**config.mk**
```make
export PLATFORM = sky130hd
export DESIGN_NAME = ssem_useq
export DESIGN_NICKNAME = d
export VERILOG_FILES = /design/src/sv/ssem_pkg.sv /design/src/sv/ssem_useq.sv
export SDC_FILE = /design/constraint.sdc
export NUM_CORES = 1
export LEC_CHECK = 0
export BUFFER_PORTS_ARGS = -buffer_cell sky130_fd_sc_hd__buf_2
export CORE_AREA = 2 2 39 41
export CTS_CLUSTER_SIZE = 28
export DETAILED_ROUTE_END_ITERATION = 12
export DIE_AREA = 0 0 41 43
export GPL_TIMING_DRIVEN = 0
export HOLD_SLACK_MARGIN = 0.12
export PLACE_DENSITY_LB_ADDON = 0.12
export SYNTH_ARGS = -nofsm -noshare
export SYNTH_HDL_FRONTEND = slang
export SYNTH_SLANG_ARGS = --single-unit
export TNS_END_PERCENT = 5
```
**constraint.sdc**
```tcl
create_clock -name clk_i -period 3.15 [get_ports clk_i]
set_input_delay 0.315 -clock clk_i [delete_from_list [all_inputs] [get_ports clk_i]]
set_output_delay 0.315 -clock clk_i [all_outputs]
set_load 0.05 [all_outputs]
```
**src/sv/ssem_pkg.sv**
```systemverilog
`timescale 1ns / 1ps

package ssem_pkg;

  localparam int ADDR_BITS  = 13;
  localparam int WORD_W     = 32;
  localparam int DEPTH      = 1 << ADDR_BITS;
  localparam int FN_W       = 3;
  localparam int FN_LSB     = 13;
  localparam int CMD_W      = 2;
  localparam int IN_ADDR_W  = 13;
  localparam int IN_W       = 48;
  localparam int OUT_USED_W = 3 * WORD_W + FN_W + 2;
  localparam int OUT_W      = 104;

  typedef logic [ADDR_BITS-1:0] addr_t;
  typedef logic [WORD_W-1:0]    word_t;

  typedef enum logic [CMD_W-1:0] {
    CMD_WRITE = 2'd0,
    CMD_STEP  = 2'd1,
    CMD_READ  = 2'd2,
    CMD_NONE  = 2'd3
  } cmd_e;

  typedef enum logic [FN_W-1:0] {
    FN_JMP  = 3'd0,
    FN_JRP  = 3'd1,
    FN_LDN  = 3'd2,
    FN_STO  = 3'd3,
    FN_SUB  = 3'd4,
    FN_SUBA = 3'd5,
    FN_CMP  = 3'd6,
    FN_STP  = 3'd7
  } fn_e;

  typedef enum logic [2:0] {
    UPC_IDLE     = 3'd0,
    UPC_WRITE    = 3'd1,
    UPC_READ     = 3'd2,
    UPC_READ_CAP = 3'd3,
    UPC_FETCH    = 3'd4,
    UPC_DECODE   = 3'd5,
    UPC_EXEC     = 3'd6,
    UPC_DONE     = 3'd7
  } upc_e;

  typedef enum logic [1:0] {
    SEQ_NEXT     = 2'd0,
    SEQ_JUMP     = 2'd1,
    SEQ_DISPATCH = 2'd2,
    SEQ_WAIT_OUT = 2'd3
  } seq_e;

  typedef enum logic [1:0] {
    ASEL_IN      = 2'd0,
    ASEL_PC_NEXT = 2'd1,
    ASEL_INSTR   = 2'd2,
    ASEL_OPND    = 2'd3
  } asel_e;

  typedef struct packed {
    logic  ram_wr;
    asel_e asel;
    logic  load_in;
    logic  cr_inc;
    logic  ir_load;
    logic  rd_load;
    logic  exec;
    logic  out_load;
    seq_e  seq;
    upc_e  target;
  } ctrl_t;

  typedef struct packed {
    logic in_valid;
    cmd_e cmd;
    logic halted;
    logic out_free;
  } seq_in_t;

  typedef struct packed {
    logic              stopped;
    logic              executed;
    logic [FN_W-1:0]   function_done;
    word_t             control_value;
    word_t             accumulator_value;
    word_t             read_data;
  } res_t;

  function automatic ctrl_t ucode(upc_e a);
    ctrl_t c;
    c = '0;
    unique case (a)
      UPC_IDLE: begin
        c.load_in = 1'b1;
        c.seq     = SEQ_DISPATCH;
      end
      UPC_WRITE: begin
        c.ram_wr = 1'b1;
        c.asel   = ASEL_IN;
        c.seq    = SEQ_JUMP;
        c.target = UPC_DONE;
      end
      UPC_READ: begin
        c.asel = ASEL_IN;
        c.seq  = SEQ_NEXT;
      end
      UPC_READ_CAP: begin
        c.rd_load = 1'b1;
        c.seq     = SEQ_JUMP;
        c.target  = UPC_DONE;
      end
      UPC_FETCH: begin
        c.asel   = ASEL_PC_NEXT;
        c.cr_inc = 1'b1;
        c.seq    = SEQ_NEXT;
      end
      UPC_DECODE: begin
        c.asel    = ASEL_INSTR;
        c.ir_load = 1'b1;
        c.seq     = SEQ_NEXT;
      end
      UPC_EXEC: begin
        c.asel = ASEL_OPND;
        c.exec = 1'b1;
        c.seq  = SEQ_NEXT;
      end
      UPC_DONE: begin
        c.out_load = 1'b1;
        c.seq      = SEQ_WAIT_OUT;
        c.target   = UPC_IDLE;
      end
      default: c = '0;
    endcase
    return c;
  endfunction

endpackage

```
**src/sv/ssem_useq.sv**
```systemverilog
`timescale 1ns / 1ps

module ssem_useq import ssem_pkg::*; (
  input  logic    clk_i,
  input  logic    rst_ni,
  input  seq_in_t sin_i,
  output logic    ready_o,
  output ctrl_t   ctrl_o
);

  upc_e  upc_q, upc_d;
  ctrl_t word;

  always_comb begin
    word   = ucode(upc_q);
    ctrl_o = word;
    ctrl_o.load_in  = word.load_in & sin_i.in_valid;
    ctrl_o.out_load = word.out_load & sin_i.out_free;
    ready_o = (word.seq == SEQ_DISPATCH);
  end

  always_comb begin
    upc_d = upc_q;
    unique case (word.seq)
      SEQ_NEXT: upc_d = upc_e'(upc_q + 3'd1);
      SEQ_JUMP: upc_d = word.target;
      SEQ_DISPATCH: begin
        if (sin_i.in_valid) begin
          unique case (sin_i.cmd)
            CMD_WRITE: upc_d = UPC_WRITE;
            CMD_READ:  upc_d = UPC_READ;
            CMD_STEP:  upc_d = sin_i.halted ? UPC_DONE : UPC_FETCH;
            default:   upc_d = UPC_DONE;
          endcase
        end
      end
      SEQ_WAIT_OUT: begin
        if (sin_i.out_free) begin
          upc_d = word.target;
        end
      end
      default: upc_d = UPC_IDLE;
    endcase
  end

  always_ff @(posedge clk_i or negedge rst_ni) begin
    if (!rst_ni) begin
      upc_q <= UPC_IDLE;
    end else begin
      upc_q <= upc_d;
    end
  end

endmodule

```
# [After elaboration in Yosys (flattened, before gate mapping)]
# Index checks and enable logic that the tools add are counted.
[word_totals] inputBits=7 ff_bits=3 out_inout_bits=15 word_cells=39
[classes] n_mux=15 n_bitwise=2 n_addsub=1 eq_ne=14 n_reduce_logical=6
[op_table] op="$eq A3 B3 Y1 const B" n=4
[op_table] op="$pmux W3 S4" n=1
[op_table] op="$mux W3" n=3
[op_table] op="$pmux W3 S3" n=1
[op_table] op="$pmux W2 S4" n=1
[op_table] op="$mux W1" n=7
[op_table] op="$eq A2 B2 Y1 const B" n=3
[op_table] op="$eq A3 B2 Y1 const B" n=2
[op_table] op="$pmux W2 S3" n=1
[op_table] op="$eq A2 B1 Y1 const B" n=2
[op_table] op="$logic_not A2 Y1" n=2
[op_table] op="$ne A2 B2 Y1 const B" n=2
[op_table] op="$reduce_or A4 Y1" n=1
[op_table] op="$add A3 B1 Y3 const B" n=1
[op_table] op="$eq A3 B1 Y1 const B" n=1
[op_table] op="$logic_not A3 Y1" n=1
[op_table] op="$and A1 B1 Y1" n=2
[op_table] op="$mux W2" n=1
[op_table] op="$reduce_and A2 Y1" n=1
[op_table] op="$reduce_or A2 Y1" n=1

# [Logic depth before layout (Yosys ltp)]
# Gate-level depths: netlist (run 1).
[depth] word_depth=6 depth_mapped=7 mapped_depth_nobuf=6

# [Worst setup path after synthesis (run 1)]
# No wires, ideal clock.
[synth_timing] kind="reg-to-output" startpoint="register upc_q[2]" endpoint="output port ctrl_o[3] (netlist name)" path_buffers=1 setup_slack_ps=1100 required_time_ps=2835 arrival_ps=1735 path_stages_with_launch=4 path_cell_list="dfrtp_1 > buf_4 > nor2_1 > or2_2"
[synth_lines] element="start: declaration" line="ssem_useq.sv:11" text="upc_e upc_q, upc_d;"
[synth_lines] element="start signal: assignment" line="ssem_useq.sv:50" text="upc_q <= upc_d;"
[synth_lines] element="end: declaration" line="ssem_useq.sv:8" text="output ctrl_t ctrl_o"

==> results of run 1 <==
[per-stage QoR]
stage	setup slack (ns)	hold slack [ns]
floorplan	1.10	0.0194
global placement	1.18	0.112
detailed placement	1.14	0.111
CTS	0.973	0.406
global route	0.866	0.409
finish	1.01	0.414
[what timing repair did]
item	CTS	global route
setup endpoints to repair	0	0
buffers inserted	0	0
hold buffers	1	0
hold endpoints to repair	3	0
[layout by cell type (no fill, tap or decap), drive strengths merged]
cell type    netlist  layout
o311ai             1       1
and2               5       5
clkbuf             0       4
nand2              2       2
nor2               4       4
or2                2       2
a2bb2oi            1       1
nor3               1       1
nor2b              2       2
o31ai              2       2
a211oi             1       1
mux2i              2       2
and3               1       1
o22ai              1       1
inv                3       3
a21oi              2       2
dfrtp              3       3
mux2               1       1
nand2b             3       3
o21ai              3       3
or2b               1       1
buf                3      24
ha                 7       7
dlygate4sd3        0       1
[cells by family (layout without fill, tap and decap cells)]
logic type	Yosys count	count (layout)	share of synthesized area, %
compound gates	11	11	20.0
flops	3	3	16.9
buf+inv	6	32	7.61
mux	3	3	7.89
simple gates	21	21	27.9
fa+ha+maj	7	7	19.7
[routing by layer]
layer	routed length [um]	vias up	global-route usage [%]	part of all wire [%]
met4	0	0	2.00	0
met1	457	195	16.8	47
li1	-	224	-	-
met3	39	0	4.71	4.0
met5	0	-	0	0
met2	471	11	20.0	49
[critical path: stages (launching register included)]
cell and delay [ns]:
sky130_fd_sc_hd__dfrtp_1 0.48, sky130_fd_sc_hd__ha_1 0.28, sky130_fd_sc_hd__ha_1 0.30, sky130_fd_sc_hd__or2_2 0.32, sky130_fd_sc_hd__buf_2 0.21
[worst max-delay path by stage]
stage,endpoint,from,depth (start not counted)
6_report,ctrl_o[3],upc_q[1],4
5_1_grt,ctrl_o[3],upc_q[0],4
4_1_cts,ctrl_o[3],upc_q[0],4
3_5_place_dp,upc_q[2],upc_q[1],6
3_3_place_gp,upc_q[2],upc_q[1],6
2_1_floorplan,ctrl_o[3],upc_q[2],3
[layout make-up]
type                    instances  share of cell area (%)
inverters                       3                    1.86
well taps                      16                    3.31
multi-input cells              42                    55.4
clock buffers                   4                    4.34
repair buffers                 22                    19.0
flip-flops and latches          3                    12.4
plain buffers                   3                    3.72
==> results_tabular.tex, run 1 <==
\begin{tabular}{lr}
\hline
Metric & Value \\
\hline
\multicolumn{2}{l}{\textbf{Status}} \\
\quad Result of the run & finished clean \\
\multicolumn{2}{l}{\textbf{Yosys}} \\
\quad Leading cell types by count after synthesis & sky130\_fd\_sc\_hd\_\_ha\_1 (7), sky130\_fd\_sc\_hd\_\_and2\_1 (4), sky130\_fd\_sc\_hd\_\_nor2\_1 (4) \\
\quad Synth warnings & 0 \\
\quad Main synth FF type & sky130\_fd\_sc\_hd\_\_dfrtp\_1 \\
\quad Seq cells post-synth & 3 \\
\quad Synth cell types & 26 \\
\quad Cells taking the most area after synthesis & sky130\_fd\_sc\_hd\_\_ha\_1 (20\%), sky130\_fd\_sc\_hd\_\_dfrtp\_1 (17\%), sky130\_fd\_sc\_hd\_\_and2\_1 (5.6\%), sky130\_fd\_sc\_hd\_\_buf\_4 (5.1\%), sky130\_fd\_sc\_hd\_\_o31ai\_4 (4.8\%) \\
\quad EDFF count, synth & 0 \\
\quad Sequential share of the synthesized area & between 10\% and 20\% \\
\quad Post-synthesis cell area & approximately 440 um\^{}2 \\
\quad Most instantiated library cell after synthesis & sky130\_fd\_sc\_hd\_\_ha\_1 \\
\quad Cell type contributing the most total cell area after synthesis & sky130\_fd\_sc\_hd\_\_ha\_1 \\
\quad Synthesized area divided by synthesized cell count & 8.71 um\^{}2 \\
\quad Post-synth top area share & 19.7\% \\
\quad Number of cells produced by synthesis & roughly 50 \\
\quad Asr flop ratio synth & 100\% \\
\quad Net count of the mapped netlist & between 60 and 70 \\
\multicolumn{2}{l}{\textbf{CTS}} \\
\quad Library cell used as clock root buffer & sky130\_fd\_sc\_hd\_\_clkbuf\_4 \\
\quad Clock net sink count & 3 \\
\quad TritonCTS Buffers & 3 \\
\quad Number of buffers on the longest clock path & 2 \\
\quad TritonCTS clock tree & done \\
\quad H-Tree Depth & 1 \\
\quad Clock latency at the later pin of the worst-skew pair & approximately 0.23 ns \\
\quad Gates resized, CTS repair & 0 \\
\quad Clock edge transition at the registers on the reported setup and hold paths & approximately 0.040 ns \\
\multicolumn{2}{l}{\textbf{Die}} \\
\quad Core outline area & around 1400 um\^{}2 \\
\quad Overall die width & slightly above 40 um \\
\quad Number of primary I/O pins & 22 \\
\quad Die Footprint & approximately 1800 um\^{}2 \\
\quad Starting utilization of the core area & between 30\% and 40\% \\
\quad Y dimension of the die & around 43 um \\
\quad Standard-cell rows & 14 \\
\multicolumn{2}{l}{\textbf{STA}} \\
\quad Relative slew slack & around four fifths \\
\quad Final period util & between 60\% and 70\% \\
\quad Total negative slack for setup checks & 0 ns \\
\quad Total count of max-transition violations in the final report & 0 \\
\quad Setup repair after global routing missed its margin & no \\
\quad Achievable Freq & roughly 470 MHz \\
\quad Count of endpoints failing setup in the final report & 0 \\
\quad Final Critical Period & roughly 2.1 ns \\
\quad Final number of hold-violating endpoints & 0 \\
\quad Tightest Pin Transition & 0.320 ns \\
\quad Clock skew & 0.00383 ns \\
\multicolumn{2}{l}{\textbf{Final layout}} \\
\quad Fraction of layout cells with a size suffix above 1 & roughly 45\% \\
\quad Ant. Diodes & 0 \\
\quad Fill cell total of the finished layout & about 160 \\
\quad Top Registers & upc\_q x3 \\
\quad Number of flip-flops under the largest register name & 3 \\
\quad Area used by multi-input combinational logic & between 300 and 400 um\^{}2 \\
\quad Sequential cell area & $\sim$75 um\^{}2 \\
\quad Total Nets Final & just over 90 \\
\quad Post-route cell area & approximately 600 um\^{}2 \\
\quad Non-filler instance count after layout & 93 \\
\quad Register with the most flip-flops & upc\_q \\
\quad Share of the core filled with cells & 43.8\% \\
\quad Layout-stage area growth over the synthesis result & 36.3\% \\
\multicolumn{2}{l}{\textbf{Routing}} \\
\quad Residual DRC & 0 \\
\quad Count of routing violations after the opening detailed-route iteration & 1 \\
\quad Antenna violation net count after detailed routing & 0 \\
\quad Drt first pass iters & 3 \\
\quad Detailed-route wire length per cell & about 10 um \\
\quad Number of vias after detailed routing & 430 \\
\quad Detailed-route vias per instance & approximately 4.6 \\
\quad Total wire length after detailed routing & approximately 970 um \\
\multicolumn{2}{l}{\textbf{Flow run}} \\
\quad Number of max-capacitance violations reported & 0 \\
\multicolumn{2}{l}{\textbf{GRT}} \\
\quad Via count of the first global-routing pass & 379 \\
\quad Total track usage & around an eighth \\
\quad Antenna violations before repair & 0 \\
\quad Global-route wire length before repair & $\sim$1600 um \\
\quad Pin count of the biggest net entering global routing & 11 \\
\quad Remaining Overflow, GRT & 0 \\
\multicolumn{2}{l}{\textbf{Placement}} \\
\quad Inst Count DP & roughly 90 \\
\quad Detail Placement HPWL & around 770 um \\
\quad Port bufs & 21 \\
\quad Area after detailed placement & $\sim$570 um\^{}2 \\
\quad Gp weighted congestion & a little over 0.7 \\
\multicolumn{2}{l}{\textbf{Setup path}} \\
\quad Worst Setup End Kind & output pin \\
\quad CP Data Required Time & 2.83 ns \\
\quad Critical path type & reg -> out \\
\quad Critical Path Start Type & flop \\
\quad Length in cells of the worst reg-to-reg path & 6 \\
\quad Register-to-register setup slack & about 1.1 ns \\
\quad Reg-to-reg startpoint & upc\_q[1] \\
\quad Worst-path maximum fanout & 9 \\
\quad CP arrival & roughly 1.8 ns \\
\quad Terminus of the critical flop-to-flop path & upc\_q[2] \\
\multicolumn{2}{l}{\textbf{Worst hold path}} \\
\quad Path type of the worst min-delay path & in -> async \\
\hline
\end{tabular}
Power of run 1 is left out: the tool's default activity adds up to more than one toggle a clock period on the data nets, which glitch-free logic cannot reach.
==> run 2: changes to the inputs <==
clock period = 2.1 ns   (was 3.15 ns; I/O delays follow)
==> run 2 against run 1 <==
Net effect: cell count did not move; critical endpoint unchanged; sequential cell count unchanged; wire length did not move; critical path type unchanged; first-iteration DRC count increased by 100%; highest routed layer unchanged; largest cell class unchanged; global-route usage stayed put.
==> results_tabular.tex, run 2 (synthesized netlist as in run 1, its figures left out) <==
\begin{tabular}{lr}
\hline
Metric & Value \\
\hline
\multicolumn{2}{l}{\textbf{Final layout}} \\
\quad Fill cell total of the finished layout & between 150 and 200 \\
\quad Ant. Diodes & 0 \\
\quad Most frequent cells in the layout & sky130\_fd\_sc\_hd\_\_buf\_2 (21), sky130\_fd\_sc\_hd\_\_ha\_1 (6), sky130\_fd\_sc\_hd\_\_nor2\_1 (4), sky130\_fd\_sc\_hd\_\_and2\_1 (4) \\
\quad Most frequent standard cell in the layout excluding fill and tap cells & sky130\_fd\_sc\_hd\_\_buf\_2 \\
\quad Fraction of layout cells with a size suffix above 1 & between 40\% and 50\% \\
\quad Top Registers & upc\_q x3 \\
\quad Number of flip-flops under the largest register name & 3 \\
\quad Total Nets Final & a little over 90 \\
\quad Layout-stage area growth over the synthesis result & 37.2\% \\
\quad Register with the most flip-flops & upc\_q \\
\multicolumn{2}{l}{\textbf{STA}} \\
\quad Final Critical Period & roughly 2.0 ns \\
\quad Relative slew slack & approximately four fifths \\
\quad Total count of max-transition violations in the final report & 0 \\
\quad Count of endpoints failing setup in the final report & 0 \\
\quad Setup repair after global routing missed its margin & no \\
\quad Final number of hold-violating endpoints & 0 \\
\quad Tightest Pin Transition & around 0.32 ns \\
\quad Achievable Freq & 512 MHz \\
\quad Final period util & roughly 93\% \\
\quad Total negative slack for setup checks & 0 ns \\
\quad Clock skew & between 0.003 and 0.004 ns \\
\multicolumn{2}{l}{\textbf{Setup path}} \\
\quad Launching element of the worst setup path & upc\_q[1] \\
\quad Number of buffer and inverter stages on the critical path & 1 \\
\quad Worst-path maximum fanout & 9 \\
\quad Category of cells accounting for the largest share of critical-path delay & adder cells \\
\quad Critical Path Start Type & flop \\
\quad Critical path cell sequence & ha\_1 -> ha\_2 -> or2\_2 -> buf\_2 \\
\quad Maximum single-stage delay on the critical path & approximately 0.48 ns \\
\quad Slowest CP cell & sky130\_fd\_sc\_hd\_\_dfrtp\_1 \\
\quad CP Data Required Time & between 1.5 and 2 ns \\
\quad CP arrival & $\sim$1.7 ns \\
\quad Critical path type & reg -> out \\
\quad Reg-to-reg startpoint & upc\_q[1] \\
\quad Worst Setup End Kind & output pin \\
\multicolumn{2}{l}{\textbf{CTS}} \\
\quad Number of buffers on the longest clock path & 2 \\
\quad H-Tree Depth & 1 \\
\quad TritonCTS Buffers & 3 \\
\quad Clock latency at the later pin of the worst-skew pair & around 0.23 ns \\
\quad Library cell used as clock root buffer & sky130\_fd\_sc\_hd\_\_clkbuf\_4 \\
\quad Clock net sink count & 3 \\
\quad Clock edge transition at the registers on the reported setup and hold paths & roughly 0.040 ns \\
\quad TritonCTS clock tree & done \\
\quad Post-CTS setup-driven buffer insertion count & 0 \\
\multicolumn{2}{l}{\textbf{Die}} \\
\quad Y dimension of the die & approximately 43 um \\
\quad Core outline area & between 1000 and 1500 um\^{}2 \\
\quad Die Footprint & approximately 1800 um\^{}2 \\
\quad Overall die width & 41 um \\
\quad Standard-cell rows & 14 \\
\quad Number of primary I/O pins & 22 \\
\quad Starting utilization of the core area & 32.1\% \\
\multicolumn{2}{l}{\textbf{Placement}} \\
\quad Gp weighted congestion & a little over 0.7 \\
\quad Port bufs & 21 \\
\quad Detail Placement HPWL & roughly 770 um \\
\multicolumn{2}{l}{\textbf{Routing}} \\
\quad Number of vias after detailed routing & 430 \\
\quad Count of routing violations after the opening detailed-route iteration & 2 \\
\quad Detailed-route wire length per cell & 10.4 um \\
\quad Total wire length after detailed routing & just under 1000 um \\
\quad Antenna violation net count after detailed routing & 0 \\
\quad Drt first pass iters & 3 \\
\quad Detailed-route vias per instance & $\sim$4.6 \\
\quad Residual DRC & 0 \\
\multicolumn{2}{l}{\textbf{GRT}} \\
\quad Via count of the first global-routing pass & around 380 \\
\quad Pin count of the biggest net entering global routing & 11 \\
\quad Remaining Overflow, GRT & 0 \\
\quad Antenna violations before repair & 0 \\
\quad Total track usage & roughly an eighth \\
\quad Global-route wire length before repair & 1590 um \\
\multicolumn{2}{l}{\textbf{Flow run}} \\
\quad Number of max-capacitance violations reported & 0 \\
\multicolumn{2}{l}{\textbf{Status}} \\
\quad Result of the run & finished clean \\
\multicolumn{2}{l}{\textbf{Worst hold path}} \\
\quad Path type of the worst min-delay path & in -> async \\
\hline
\end{tabular}
-- run 2: routing by layer --
layer	part of all wire (%)	global-route usage, %
met5	0	0
met4	0	2.00
met3	4.0	4.71
met2	49	20.0
met1	47	16.8
-- run 2: what timing repair did --
action	4_1_cts	5_1_grt
resized for setup	0	2
endpoints found under the hold margin	3	0
setup endpoints to repair	0	5
hold buffers	1	0
-- run 2: through the flow --
step	utilization [%]	cells	hold WS, ns	cell area, um^2	worst slack (ns)
final	44.0	93	0.309	609	0.148
after global placement	41.1	88	0.00733	569	0.125
after detailed placement	41.1	88	0.00581	569	0.0916
after global routing	44.0	93	0.304	609	0.0372
after floorplan	-	51	-0.0856	444	0.155
after CTS	43.8	93	0.301	606	0.0280
-- run 2: cell type report --
cell class	count	area, um^2	share of cell area (%)
clock buffers	4	26.3	4.31
multi-input cells	42	338	55.4
inverters	3	11.3	1.85
well taps	16	20.0	3.29
repair buffers	22	115	18.9
flip-flops and latches	3	76.3	12.5
plain buffers	3	22.5	3.70
-- run 2: path summary, 6_finish.rpt --
path | end | slack [ns] | depth (start not counted)
worst max-delay path | ctrl_o[3] | 0.15 | 4
worst min-delay path | upc_q[2] | 0.31 | 2
worst max register to register | upc_q[2] | 0.19 | 6
worst min register to register | upc_q[1] | 0.76 | 2
max in group asynchronous | upc_q[0] | 1.67 | 2
min in group clk_i | upc_q[1] | 0.37 | 3
Power of run 2 is left out for the same reason.
