==> src/sv/ssem_pkg.sv <==
`timescale 1ns / 1ps

package ssem_pkg;

  localparam int ADDR_BITS  = 13;
  localparam int WORD_W     = 32;
  localparam int DEPTH      = 1 << ADDR_BITS;
  localparam int FN_W       = 3;
  localparam int FN_LSB     = 13;
  localparam int CMD_W      = 2;
  localparam int IN_ADDR_W  = 13;
  localparam int IN_W       = 48;
  localparam int OUT_USED_W = 3 * WORD_W + FN_W + 2;
  localparam int OUT_W      = 104;

  typedef logic [ADDR_BITS-1:0] addr_t;
  typedef logic [WORD_W-1:0]    word_t;

  typedef enum logic [CMD_W-1:0] {
    CMD_WRITE = 2'd0,
    CMD_STEP  = 2'd1,
    CMD_READ  = 2'd2,
    CMD_NONE  = 2'd3
  } cmd_e;

  typedef enum logic [FN_W-1:0] {
    FN_JMP  = 3'd0,
    FN_JRP  = 3'd1,
    FN_LDN  = 3'd2,
    FN_STO  = 3'd3,
    FN_SUB  = 3'd4,
    FN_SUBA = 3'd5,
    FN_CMP  = 3'd6,
    FN_STP  = 3'd7
  } fn_e;

  typedef enum logic [2:0] {
    UPC_IDLE     = 3'd0,
    UPC_WRITE    = 3'd1,
    UPC_READ     = 3'd2,
    UPC_READ_CAP = 3'd3,
    UPC_FETCH    = 3'd4,
    UPC_DECODE   = 3'd5,
    UPC_EXEC     = 3'd6,
    UPC_DONE     = 3'd7
  } upc_e;

  typedef enum logic [1:0] {
    SEQ_NEXT     = 2'd0,
    SEQ_JUMP     = 2'd1,
    SEQ_DISPATCH = 2'd2,
    SEQ_WAIT_OUT = 2'd3
  } seq_e;

  typedef enum logic [1:0] {
    ASEL_IN      = 2'd0,
    ASEL_PC_NEXT = 2'd1,
    ASEL_INSTR   = 2'd2,
    ASEL_OPND    = 2'd3
  } asel_e;

  typedef struct packed {
    logic  ram_wr;
    asel_e asel;
    logic  load_in;
    logic  cr_inc;
    logic  ir_load;
    logic  rd_load;
    logic  exec;
    logic  out_load;
    seq_e  seq;
    upc_e  target;
  } ctrl_t;

  typedef struct packed {
    logic in_valid;
    cmd_e cmd;
    logic halted;
    logic out_free;
  } seq_in_t;

  typedef struct packed {
    logic              stopped;
    logic              executed;
    logic [FN_W-1:0]   function_done;
    word_t             control_value;
    word_t             accumulator_value;
    word_t             read_data;
  } res_t;

  function automatic ctrl_t ucode(upc_e a);
    ctrl_t c;
    c = '0;
    unique case (a)
      UPC_IDLE: begin
        c.load_in = 1'b1;
        c.seq     = SEQ_DISPATCH;
      end
      UPC_WRITE: begin
        c.ram_wr = 1'b1;
        c.asel   = ASEL_IN;
        c.seq    = SEQ_JUMP;
        c.target = UPC_DONE;
      end
      UPC_READ: begin
        c.asel = ASEL_IN;
        c.seq  = SEQ_NEXT;
      end
      UPC_READ_CAP: begin
        c.rd_load = 1'b1;
        c.seq     = SEQ_JUMP;
        c.target  = UPC_DONE;
      end
      UPC_FETCH: begin
        c.asel   = ASEL_PC_NEXT;
        c.cr_inc = 1'b1;
        c.seq    = SEQ_NEXT;
      end
      UPC_DECODE: begin
        c.asel    = ASEL_INSTR;
        c.ir_load = 1'b1;
        c.seq     = SEQ_NEXT;
      end
      UPC_EXEC: begin
        c.asel = ASEL_OPND;
        c.exec = 1'b1;
        c.seq  = SEQ_NEXT;
      end
      UPC_DONE: begin
        c.out_load = 1'b1;
        c.seq      = SEQ_WAIT_OUT;
        c.target   = UPC_IDLE;
      end
      default: c = '0;
    endcase
    return c;
  endfunction

endpackage

==> src/sv/ssem_dpath.sv <==
`timescale 1ns / 1ps

module ssem_dpath import ssem_pkg::*; (
  input  logic                 clk_i,
  input  logic                 rst_ni,
  input  ctrl_t                ctrl_i,
  input  logic [IN_ADDR_W-1:0] in_addr_i,
  input  word_t                in_data_i,
  input  word_t                ram_rdata_i,
  output logic                 ram_we_o,
  output addr_t                ram_addr_o,
  output word_t                ram_wdata_o,
  output logic                 halted_o,
  output res_t                 res_o
);

  addr_t           addr_q;
  word_t           wdata_q;
  word_t           cr_q, cr_d;
  word_t           acc_q, acc_d;
  word_t           ir_q;
  word_t           rd_q;
  logic [FN_W-1:0] fn_q;
  logic            exe_q;
  logic            halted_q, halted_d;
  word_t           cr_next;
  fn_e             fn;

  assign cr_next = cr_q + word_t'(1);
  assign fn      = fn_e'(ir_q[FN_LSB +: FN_W]);

  always_comb begin
    unique case (ctrl_i.asel)
      ASEL_IN:      ram_addr_o = addr_q;
      ASEL_PC_NEXT: ram_addr_o = cr_next[ADDR_BITS-1:0];
      ASEL_INSTR:   ram_addr_o = ram_rdata_i[ADDR_BITS-1:0];
      ASEL_OPND:    ram_addr_o = ir_q[ADDR_BITS-1:0];
      default:      ram_addr_o = addr_q;
    endcase
  end

  assign ram_we_o    = ctrl_i.ram_wr | (ctrl_i.exec & (fn == FN_STO));
  assign ram_wdata_o = ctrl_i.exec ? acc_q : wdata_q;

  // ram_rdata_i holds the operand word during exec
  always_comb begin
    cr_d     = cr_q;
    acc_d    = acc_q;
    halted_d = halted_q;
    if (ctrl_i.cr_inc) begin
      cr_d = cr_next;
    end
    if (ctrl_i.exec) begin
      unique case (fn)
        FN_JMP:          cr_d = ram_rdata_i;
        FN_JRP:          cr_d = cr_q + ram_rdata_i;
        FN_LDN:          acc_d = word_t'(0) - ram_rdata_i;
        FN_STO:          acc_d = acc_q;
        FN_SUB, FN_SUBA: acc_d = acc_q - ram_rdata_i;
        FN_CMP: begin
          if (acc_q[WORD_W-1]) begin
            cr_d = cr_next;
          end
        end
        FN_STP:          halted_d = 1'b1;
        default:         halted_d = halted_q;
      endcase
    end
  end

  always_ff @(posedge clk_i or negedge rst_ni) begin
    if (!rst_ni) begin
      cr_q     <= '0;
      acc_q    <= '0;
      halted_q <= 1'b0;
      fn_q     <= '0;
      exe_q    <= 1'b0;
    end else begin
      cr_q     <= cr_d;
      acc_q    <= acc_d;
      halted_q <= halted_d;
      if (ctrl_i.load_in) begin
        fn_q  <= '0;
        exe_q <= 1'b0;
      end else if (ctrl_i.exec) begin
        fn_q  <= ir_q[FN_LSB +: FN_W];
        exe_q <= 1'b1;
      end
    end
  end

  always_ff @(posedge clk_i) begin
    if (ctrl_i.load_in) begin
      addr_q  <= in_addr_i[ADDR_BITS-1:0];
      wdata_q <= in_data_i;
      rd_q    <= '0;
    end else if (ctrl_i.rd_load) begin
      rd_q <= ram_rdata_i;
    end
    if (ctrl_i.ir_load) begin
      ir_q <= ram_rdata_i;
    end
  end

  assign halted_o = halted_q;

  always_comb begin
    res_o.stopped           = halted_q;
    res_o.executed          = exe_q;
    res_o.function_done     = fn_q;
    res_o.control_value     = cr_q;
    res_o.accumulator_value = acc_q;
    res_o.read_data         = rd_q;
  end

endmodule

==> config.mk <==
export PLATFORM = sky130hd
export DESIGN_NAME = ssem_dpath
export DESIGN_NICKNAME = d
export VERILOG_FILES = /design/src/sv/ssem_pkg.sv /design/src/sv/ssem_dpath.sv
export SDC_FILE = /design/constraint.sdc
export NUM_CORES = 1
export LEC_CHECK = 0
export BUFFER_PORTS_ARGS = -buffer_cell sky130_fd_sc_hd__buf_4
export CAP_MARGIN = 10
export CORE_ASPECT_RATIO = 0.5
export CORE_MARGIN = 2
export CORE_UTILIZATION = 45
export CTS_CLUSTER_DIAMETER = 120
export DETAILED_ROUTE_END_ITERATION = 6
export PLACE_DENSITY = 0.7
export SYNTH_ARGS = -nofsm -noshare
export SYNTH_HDL_FRONTEND = slang
export SYNTH_SLANG_ARGS = --single-unit
==> constraint.sdc <==
create_clock -name clk_i -period 3.3 [get_ports clk_i]
set_input_delay 0.825 -clock clk_i [delete_from_list [all_inputs] [get_ports clk_i]]
set_output_delay 0.825 -clock clk_i [all_outputs]
set_load 0.05 [all_outputs]
Word-level counts from Yosys, hierarchy flattened:

Cells that the tools add are included.

* flip-flop bits (word level): 162
* input port bits: 93
* output and inout port bits: 148

* add/sub/neg operators: 4
* equality and inequality tests: 10
* multiplexer cells: 11
* bitwise operators: 2
* reductions and logical operators: 7

Operators by type and width (count)
* $mux 32: 4
* $pmux 32 s3: 1
* $pmux 32 s2: 1
* $pmux 13 s4: 1
* $add 32x1->32 const B: 1
* $add 32x32->32: 1
* $sub 1x32->32 const A: 1
* $sub 32x32->32: 1
* $eq 3x3->1 const B: 4
* $eq 3x2->1 const B: 2
* $mux 3: 2
* $eq 2x2->1 const B: 2
* $reduce_and 2->1: 2
* $reduce_bool 2->1: 2
* $eq 3x1->1 const B: 1
* $logic_not 3->1: 1
* $eq 2x1->1 const B: 1
* $logic_not 2->1: 1
* $mux 1: 2
* $reduce_or 2->1: 1
* $and 1x1->1: 1
* $or 1x1->1: 1

Longest topological paths before layout:

Gate-level depths: netlist of run 1.

* depth after elaboration: 5
* mapped depth: 16
* depth with buffers taken out: 14

Worst setup path before layout of run 1:

OpenSTA, ideal clock, no wires.

* kind: reg-to-reg
* start: register ir_q[15]
* end: register acc_q[24]
* library setup time: 0.070 ns
* arrival: 3.531 ns
* data required time: 3.230 ns
* path slack: -0.301 ns
* stages on the path, launching flop included: 17
* buffers on the path: 2
* clock period less this slack: 3.601 ns
* cell sequence: edfxtp_1 -> clkbuf_1 -> nor2b_1 -> clkbuf_1 -> nand2_1 -> ha_1 -> fa_1 -> nor2b_1 -> o21a_1 -> o21ai_1 -> a211oi_1 -> o21ai_1 -> o211ai_1 -> a31o_1 -> a21oi_1 -> or4b_1 -> nand3_1

* cells in the longest elaborated chain, start to end: 4
* elaborated cells between the ends (all ways): 7

RTL lines
* from (decl): line ssem_dpath.sv:21 `word_t ir_q;`
* from (signal assigned): line ssem_dpath.sv:101 `ir_q <= ram_rdata_i;`
* $eq 3x3->1: line ssem_dpath.sv:54 `unique case (fn)`
* $reduce_or 2->1: line ssem_dpath.sv:54
* $reduce_bool 2->1 (no source line)
* $reduce_and 2->1 (no source line)
* to (signal assigned): line ssem_dpath.sv:74 `acc_q <= '0;`
* to (signal assigned): line ssem_dpath.sv:80 `acc_q <= acc_d;`
* to (decl): line ssem_dpath.sv:20 `word_t acc_q, acc_d;`

Several ways; a longest one is shown, not always the timed one.
A chain may end at the register's enable or synchronous reset.

Worst setup path in the final report of run 1:

* start: register cr_q[0]
* end: output ram_addr_o[12]

* cells in the longest elaborated chain, start to end: 2

RTL lines
* from (decl): line ssem_dpath.sv:19 `word_t cr_q, cr_d;`
* from (signal assigned): line ssem_dpath.sv:79 `cr_q <= cr_d;`
* $add 32x1->32: line ssem_dpath.sv:29 `assign cr_next = cr_q + word_t'(1);`
* $pmux 13 s4: line ssem_dpath.sv:33 `unique case (ctrl_i.asel)`
* to (decl): line ssem_dpath.sv:11 `output addr_t ram_addr_o,`

Every way passes these cells.

==> results of run 1 <==
-- cell usage in the layout, fill, tap and decap left out, drive strengths merged, types with 19 or more instances in the layout --
cell and n:
mux2 34, dfxtp 32, nand2 109, buf 369
clkbuf 19, a21oi 70, nand3 21, and3 24
and2 31, edfxtp 61, xor2 62, ha 64
xnor2 59, nor2 102, o21ai 83, dfrtp 69
a21o 41, inv 45, mux2i 37
-- metrics by stage --
step	util, %	hold WS [ns]	TNS (ns)	cells	worst slack (ns)
after floorplan	-	0.461	-0.145	1184	-0.145
after global placement	58.1	0.476	-2.73	1810	-0.295
after detailed placement	58.1	0.484	-3.07	1810	-0.295
after CTS	61.3	0.423	-0.0392	1849	-0.0392
after global routing	62.2	0.448	-0.462	1863	-0.131
final	62.2	0.411	-0.0569	1863	-0.0540
-- final cells by class --
cell class	count	area, um^2	area share [%]
tap	336	420	2.79
sequential	162	4200	27.9
timing repair buffer	369	2830	18.8
multi-input combinational	923	6840	45.3
inverter	41	154	1.02
clock buffer	19	475	3.15
clock inverter	13	168	1.11
-- power breakdown --
group | switching [uW] | internal (uW) | total (uW)
Sequential | 426 | 2430 | 2860
Clock | 907 | 1290 | 2200
Combinational | 3230 | 2060 | 5290
-- sequential cells by signal, summed over array words and instances, names as in the netlist --
register	cells
ir_q	16
fn_q	3
wdata_q	32
acc_q	32
cr_q	32
exe_q	1
halted_o	1
rd_q	32
addr_q	13
-- per-layer routing --
metal | vias up | share of wire (%)
met5 | - | 0
met4 | 0 | 2.2
met3 | 59 | 8.4
met2 | 392 | 47
met1 | 5093 | 43
li1 | 4944 | -
-- worst min-delay path by stage --
stage / to / cells after the start / from / slack [ns]
CTS: acc_q[7] / 1 / rst_ni / 0.42
global placement: rd_q[19] / 2 / rd_q[19] / 0.48
global route: acc_q[13] / 1 / rst_ni / 0.45
floorplan: exe_q / 2 / exe_q / 0.46
detailed placement: rd_q[31] / 2 / rd_q[31] / 0.48
finish: acc_q[7] / 1 / rst_ni / 0.41
-- logic make-up after synthesis --
logic type,Yosys count
AO/OA/AOI/OAI,286
XOR/XNOR,121
adder cells (fa/ha/maj),66
buffers and inverters,99
flip-flops,162
multiplexers,84
AND/OR/NAND/NOR,366
-- repair_timing --
action / in CTS / in global routing
endpoints found under the setup margin: 9 / 17
gates resized for setup: 21 / 25
pin swaps: 3 / 23
buffers inserted: 7 / 14
==> impl_metrics.tcl, run 1 <==
set metrics [dict create \
    dr.first_iter.drc_count 873 \
    cp.buffers_inverters 1 \
    critPathMaxStageDelay_ns 0.47 \
    final_cell_area_um2 15100 \
    synth_edf_count 61 \
    slew_violations 0 \
    cp-startpoint "cr_q[0]" \
    die_y_um 116 \
    vias 10500 \
    antenna_left 0 \
    fin_ws_ns -0.0540 \
    top_usage_layer "met2" \
    synthAdderAreaFrac_pct 7.48 \
    critPathArrivalTime_ns 2.53 \
    first_pass_iters 7 \
    r2r_slack_ns 0.08 \
    nNetsFinal 1673 \
    ioPinCount 241 \
    grt_pass1_wl_mm 54.8 \
    postCtsHoldBufs 0 \
    synth_compound_area_share_pct 16.9 \
    clock_latency_ns 0.45 \
    async_reset_ff_share_pct 42.6 \
    start_kind "flop" \
    start_util_pct 46.3 \
    drive_gt1_share_pct 33.6 \
    wire_per_inst_um 19.3 \
    path_cells "ha_4 > and3_4 > nand3_4 > nor3_4 > nand3_2 > xnor2_2 > mux4_2 > buf_8" \
    postSynthCellCount 1184 \
    rr_startpoint "ir_q[14]" \
    r2r_cells 14 \
    crit_end "ram_addr_o[12]" \
    routed_wl_mm 36.0 \
    required_ns 2.47 \
    p_leak_uw 0.00710 \
    grt_antenna_before_repair 0 \
    fill_cells 1995 \
    syn_nets 1343 \
    violations "setup timing" \
    max_freq_mhz 298 \
    status "finished, violations left" \
    cp_slowest_cell "mux4_2" \
    place_congestion 0.964 \
    worstPathMaxFanout 4 \
    dp_hpwl_mm 27.0 \
    grt.total_usage_pct 27.5 \
    n_antenna_cell 0 \
    synth_warnings 0 \
    dieWidth_um 227 \
    synth.top_cell.area_share_pct 16.3 \
    cts.sinks 162 \
    portBuffers 234 \
    area_growth_pct 34.3 \
    use_met1_pct 36.6 \
    post_dp_cell_area_um2 14100 \
    grt_overflow_total 0 \
    rows 40 \
    drv_cap 0 \
    via_per_inst 5.63 \
    syn_avg_cell_area_um2 9.49 \
    clk_pin_slew_ns 0.07 \
    finalPower_uw 10300 \
    synth_commonest_cells "nand2_1, nor2_1, dfrtp_1, a21oi_1, ha_1" \
    tightestPinTransition_ns 0.941 \
    cts_inserted_buffers 17 \
    synthFlopType "dfrtp_1" \
    ys_seq_elements 162 \
    cp_num_cells 8 \
    synth_most_common_cell "nand2_1" \
    fin_worst_skew_ns 0.00950 \
    end_kind "output port" \
    finalSetupViolCount 2 \
    synth_top_area_cell "edfxtp_1" \
    clockRootBuffer "clkbuf_16" \
    synthTopCellsByArea "edfxtp_1, dfrtp_1, ha_1" \
    grt_pass1_vias 10000 \
    rsz0062_at_grt "true" \
    synth_xor_area_share_pct 9.43 \
    drcViolationCount 0 \
    yosysSeqAreaShare_pct 37.4 \
    report.final.hold_viol_count 0 \
    cts_htree_levels 4 \
    path_class "flop to output port" \
    period_needed_ns 3.35 \
    relSlewSlack_pct 37.0 \
    synth_top_family_by_area "compound AO/OA/AOI/OAI gates" \
    grt_max_degree 51 \
    use_met2_pct 44.2 \
    clk_path_buf_depth 2 \
    core-area_um2 24300 \
    fin_crit_sh_pct 102 \
    synth-simple-area-share_pct 16.0 \
    tritoncts "done" \
    syn_area_um2 11200 \
    muxShareOfSynthArea_pct 9.31 \
    irDropWorstVdd_mv 0.397 \
    hold_class "input port to asynchronous set/reset pin" \
    p_per_area_nw_per_um2 685 \
    synth.distinct_cells 75 \
    dieArea_um2 26300 \
    reg2reg_to "acc_q[24]" \
    path_delay_family "simple AND/OR/NAND/NOR gates" \
    use_met3_pct 7.81 \
]
Note: power is estimated with default switching activity, not from simulation.
==> run 2: changes to the inputs <==
- SETUP_SLACK_MARGIN: not set -> 0.3
==> run 2 against run 1 <==
Against the previous run:
- the flow still finishes with violations (setup timing)
- total power grew 2.4%
- maximum frequency grew 0.19%
- first-iteration DRC count rose by 32%
- register-to-register slack improved by 0.06 ns
- combinational power up 7.2%
- flip-flop and latch count stayed put
- worst setup slack improved by 0.0065 ns
- sequential share of layout area is 1.0 points lower
- largest power group unchanged
==> impl_metrics.tcl, run 2 (synthesis results as in run 1) <==
set metrics [dict create \
    tritoncts "done" \
    fin_worst_skew_ns 0.0103 \
    report.final.hold_viol_count 0 \
    clk_pin_slew_ns 0.07 \
    tightestPinTransition_ns 1.02 \
    cts_inserted_buffers 17 \
    fill_cells 2005 \
    clockRootBuffer "clkbuf_16" \
    die_y_um 116 \
    clock_latency_ns 0.46 \
    hold_slack_ns 0.433 \
    p_int_uw 5850 \
    drive_gt1_share_pct 38.3 \
    portBuffers 234 \
    finalSetupViolCount 2 \
    end_kind "output port" \
    postCtsHoldBufs 0 \
    core-area_um2 24300 \
    ioPinCount 241 \
    grt_pass1_vias 10200 \
    route.met2.wl_mm 17.6 \
    p_leak_uw 0.00721 \
    status "finished, violations left" \
    violations "setup timing" \
    max_freq_mhz 299 \
    r2r_cells 16 \
    antenna_left 0 \
    dieArea_um2 26300 \
    regArea_um2 4210 \
    rows 40 \
    r2r_slack_ns 0.14 \
    multiInputGateArea_um2 7340 \
    wl_met3_mm 2.75 \
    final_cell_mix "buf_4, nand2_1, nor2_1, dfrtp_1, edfxtp_1" \
    drv_cap 0 \
    grt_pass1_wl_mm 56.4 \
    grt_max_degree 73 \
    p_comb_share_pct 53.5 \
    cts.sinks 162 \
    power_frac_seq_pct 27.0 \
    period_needed_ns 3.35 \
    p_per_area_nw_per_um2 676 \
    start_util_pct 46.3 \
    clkPwrFrac_pct 19.5 \
    grt_overflow_total 0 \
    rsz0062_at_grt "true" \
    post_dp_cell_area_um2 14100 \
    path_class "flop to output port" \
    swShare_pct 44.8 \
    final_cell_area_um2 15700 \
    relSlewSlack_pct 31.7 \
    grt_antenna_before_repair 0 \
    fin_crit_sh_pct 101 \
    wl_met1_mm 16.6 \
    finalPower_uw 10600 \
    irDropWorstVdd_mv 0.348 \
    required_ns 2.47 \
    routed_wl_mm 37.8 \
    final_util_pct 64.6 \
    highest_layer "met4" \
    critPathArrivalTime_ns 2.52 \
    dr.first_iter.drc_count 1148 \
    hold_class "input port to asynchronous set/reset pin" \
    fin_ws_ns -0.0476 \
    cts_htree_levels 4 \
    via_per_inst 5.68 \
    area_growth_pct 39.5 \
    drcViolationCount 0 \
    dieWidth_um 227 \
    nNetsFinal 1679 \
    fin_tns_setup_ns -0.0547 \
    first_pass_iters 6 \
    vias 10600 \
    dp_hpwl_mm 27.2 \
    clk_path_buf_depth 2 \
    place_congestion 0.916 \
    power_switching_uw 4740 \
    layout_commonest_cell "buf_4" \
    n_antenna_cell 0 \
    worstPathMaxFanout 4 \
    wire_per_inst_um 20.2 \
    slew_violations 0 \
    grt.total_usage_pct 28.3 \
    start_kind "flop" \
]
==> run 2: changes by cell type in the layout (fill, tap and decap cells not counted), moves of 5 or more <==
cell,before,now
a21oi_2,7,16
o21ai_1,32,40
xnor2_2,1,6
and2_4,0,10
and2_1,31,21
ha_4,1,15
ha_1,62,46
buf_4,360,353
a21oi_1,63,52
o21ai_0,45,35
xnor2_1,58,53
a31oi_1,9,4
buf_6,4,12
==> run 2: stage by stage <==
step | cells | worst slack (ns)
after floorplan | 1184 | 0.0878
after global placement | 1798 | -0.126
after detailed placement | 1798 | -0.163
after CTS | 1851 | -0.0679
after global routing | 1869 | -0.112
final | 1869 | -0.0476
==> run 2: path summary, 6_finish.rpt <==
kind / startpoint / end
hold / removal: rst_ni / acc_q[8]
max in group asynchronous: rst_ni / acc_q[22]
min in group clk_i: rd_q[20] / rd_q[20]
setup / recovery: cr_q[1] / ram_addr_o[12]
setup reg to reg: cr_q[0] / cr_q[26]
hold reg to reg: rd_q[20] / rd_q[20]
==> run 2: layer usage <==
| metal | track usage [%] | vias to the layer above |
|---|---|---|
| met5 | 0 | - |
| met2 | 44.7 | 420 |
| met1 | 39.2 | 5198 |
| met3 | 5.88 | 56 |
| li1 | - | 4947 |
| met4 | 9.28 | 0 |
==> run 2: power by group through the flow <==
stage                     clock network [uW]  registers, uW  logic, uW
after floorplan                            0           3760       2590
after global routing                    2170           2910       6010
after detailed placement                   0           2900       5120
final                                   2070           2860       5670
after global placement                     0           2890       5040
after CTS                               2090           2840       5320
==> run 2: worst max-delay path, stage by stage (launching register included) <==
cell and delay (ns):
dfrtp_2 0.43, ha_4 0.16, and3_4 0.19, nand3_4 0.11, nor3_4 0.21, nand3_2 0.14, xnor2_2 0.16, mux4_2 0.48
buf_8 0.17
==> run 2: what timing repair did <==
| action | CTS | global route |
|---|---|---|
| resized for setup | 46 | 89 |
| endpoints found under the hold margin | 0 | 0 |
| setup buffers | 21 | 18 |
| setup endpoints to repair | 16 | 41 |
| pin swaps | 29 | 62 |
==> run 2: area by class of cell <==
class                           count  share of cell area (%)
Multi-Input combinational cell    923                    46.8
Sequential cell                   162                    26.8
Timing Repair Buffer              375                    18.8
Clock buffer                       21                    3.14
Tap cell                          336                    2.68
Inverter                           41                   0.982
Clock inverter                     11                   0.710
==> run 3: changes to the inputs <==
- CORE_ASPECT_RATIO: 0.5 -> 1.5
- CORE_MARGIN: 2 -> 1.5
==> run 3 against run 2 <==
Against the previous run:
- the run still ends with setup timing left
- clock power hardly changed
- sequential share of layout area decreased by 0.29 points
- design area increased by 1.1%
- sequential power about the same
- global-route usage fell by 1.3 points
- combinational power about the same
- register-to-register slack worse by 0.10 ns
- first-iteration DRC count decreased by 37%
- critical path type unchanged
- critical endpoint is now ram_addr_o[8]
==> impl_metrics.tcl, run 3 (synthesis results as in run 1) <==
set metrics [dict create \
    rr_startpoint "ir_q[15]" \
    fin_crit_sh_pct 101 \
    end_kind "output port" \
    final_cell_mix "buf_4, nand2_1, nor2_1, dfrtp_1, edfxtp_1" \
    path_delay_family "multiplexers" \
    regArea_um2 4210 \
    report.final.hold_viol_count 0 \
    rows 70 \
    critPathMaxStageDelay_ns 0.50 \
    max_freq_mhz 301 \
    core-area_um2 24400 \
    start_kind "flop" \
    grt_max_degree 82 \
    via_per_inst 5.65 \
    top_usage_layer "met2" \
    cp_slowest_cell "mux4_2" \
    dp_hpwl_mm 25.2 \
    vias 10500 \
    final_util_pct 64.9 \
    first_pass_iters 6 \
    clkPwrFrac_pct 19.3 \
    ioPinCount 241 \
    start_util_pct 46.0 \
    relSlewSlack_pct 24.1 \
    grt_antenna_before_repair 1 \
    grt.total_usage_pct 27.0 \
    grt_overflow_total 0 \
    cp-startpoint "cr_q[1]" \
    fin_ws_ns -0.0274 \
    drive_gt1_share_pct 39.4 \
    required_ns 2.47 \
    p_leak_uw 0.00726 \
    finalPower_uw 10600 \
    use_met1_pct 31.6 \
    irDropWorstVdd_mv 0.553 \
    wire_per_inst_um 19.5 \
    cp.buffers_inverters 3 \
    path_class "flop to output port" \
    p_per_area_nw_per_um2 667 \
    drv_cap 0 \
    power_frac_seq_pct 27.1 \
    finalSetupViolCount 2 \
    period_needed_ns 3.33 \
    nNetsFinal 1686 \
    dieWidth_um 132 \
    violations "setup timing" \
    hold_slack_ns 0.501 \
    slew_violations 0 \
    rsz0062_at_grt "true" \
    grt_pass1_wl_mm 54.8 \
    area_growth_pct 41.0 \
    clockRootBuffer "clkbuf_16" \
    fill_cells 1971 \
    fin_worst_skew_ns 0.0239 \
    dr.first_iter.drc_count 727 \
    tightestPinTransition_ns 1.13 \
    drcViolationCount 0 \
    die_y_um 197 \
    grt_pass1_vias 10400 \
    critPathArrivalTime_ns 2.50 \
    p_int_uw 5840 \
    power_switching_uw 4730 \
    portBuffers 234 \
    worstPathMaxFanout 4 \
    multiInputGateArea_um2 7430 \
    p_comb_share_pct 53.6 \
    swShare_pct 44.8 \
    routed_wl_mm 36.3 \
    cts.sinks 162 \
    hold_class "input port to asynchronous set/reset pin" \
    cts_htree_levels 4 \
    cpMostUsedCell "buf_6" \
    clk_path_buf_depth 2 \
    antenna_left 0 \
    place_inst 1789 \
    status "finished, violations left" \
    tritoncts "done" \
    use_met2_pct 48.1 \
    cts_inserted_buffers 17 \
    final_cells 1865 \
    clk_pin_slew_ns 0.07 \
    clock_latency_ns 0.46 \
    use_met3_pct 4.35 \
    layout_commonest_cell "buf_4" \
    postCtsHoldBufs 0 \
    place_congestion 0.919 \
    dieArea_um2 25900 \
    dp_slack_ns -0.225 \
    path_cells "ha_4 > and3_4 > nand3_4 > buf_6 > buf_6 > nor2_4 > xor2_2 > mux4_2 > buf_8" \
]
run 3: timing repair:
action / CTS / global route
setup endpoints to repair: 20 / 38
gates resized for setup: 52 / 114
gates cloned: 0 / 1
pin swaps: 21 / 71
buffers inserted: 21 / 21
run 3: power groups by stage:
stage | clock, uW | sequential (uW) | combinational (uW)
detailed placement | 0 | 2920 | 5090
global placement | 0 | 2910 | 5020
CTS | 2090 | 2860 | 5290
floorplan | 0 | 3760 | 2590
finish | 2040 | 2870 | 5660
global route | 2140 | 2920 | 6000
run 3: metal layers:
metal  part of all wire (%)  up-vias
met4                    4.2        0
met2                     52      389
met5                      0        -
li1                       -     4976
met3                    5.3      101
met1                     38     5068
run 3: worst reg2reg max path: stages (launching register included):
cell	delay, ns
edfxtp_1	0.39
nor2b_4	0.16
buf_6	0.13
buf_8	0.12
buf_4	0.16
and2_1	0.17
ha_1	0.36
o21a_1	0.16
or2_2	0.28
o311a_1	0.18
a311oi_1	0.25
o21ai_1	0.16
buf_4	0.18
nor3_2	0.10
o21bai_1	0.10
xnor2_1	0.16
o21ai_1	0.09
run 3: layout make-up:
cell class,instances,share of cell area (%)
multi-input combinational,923,46.9
sequential,162,26.5
timing repair buffer,382,19.3
clock buffer,19,2.79
tap,324,2.56
inverter,41,0.987
clock inverter,13,0.932
antenna,1,0.0158
run 3: worst paths after layout:
check | cells after the start | endpoint | slack [ns]
setup / recovery | 9 | ram_addr_o[8] | -0.03
hold / removal | 1 | cr_q[24] | 0.50
setup reg to reg | 16 | acc_q[29] | 0.04
hold reg to reg | 2 | rd_q[23] | 0.50
max in group asynchronous | 1 | cr_q[3] | 2.06
min in group clk_i | 2 | rd_q[23] | 0.50
run 3: stage by stage:
stage | cell area [um^2] | TNS, ns
floorplan | 11400 | 0
global placement | 14100 | -0.808
detailed placement | 14100 | -0.987
CTS | 15100 | -0.0767
global route | 15800 | -0.325
finish | 15800 | -0.0359
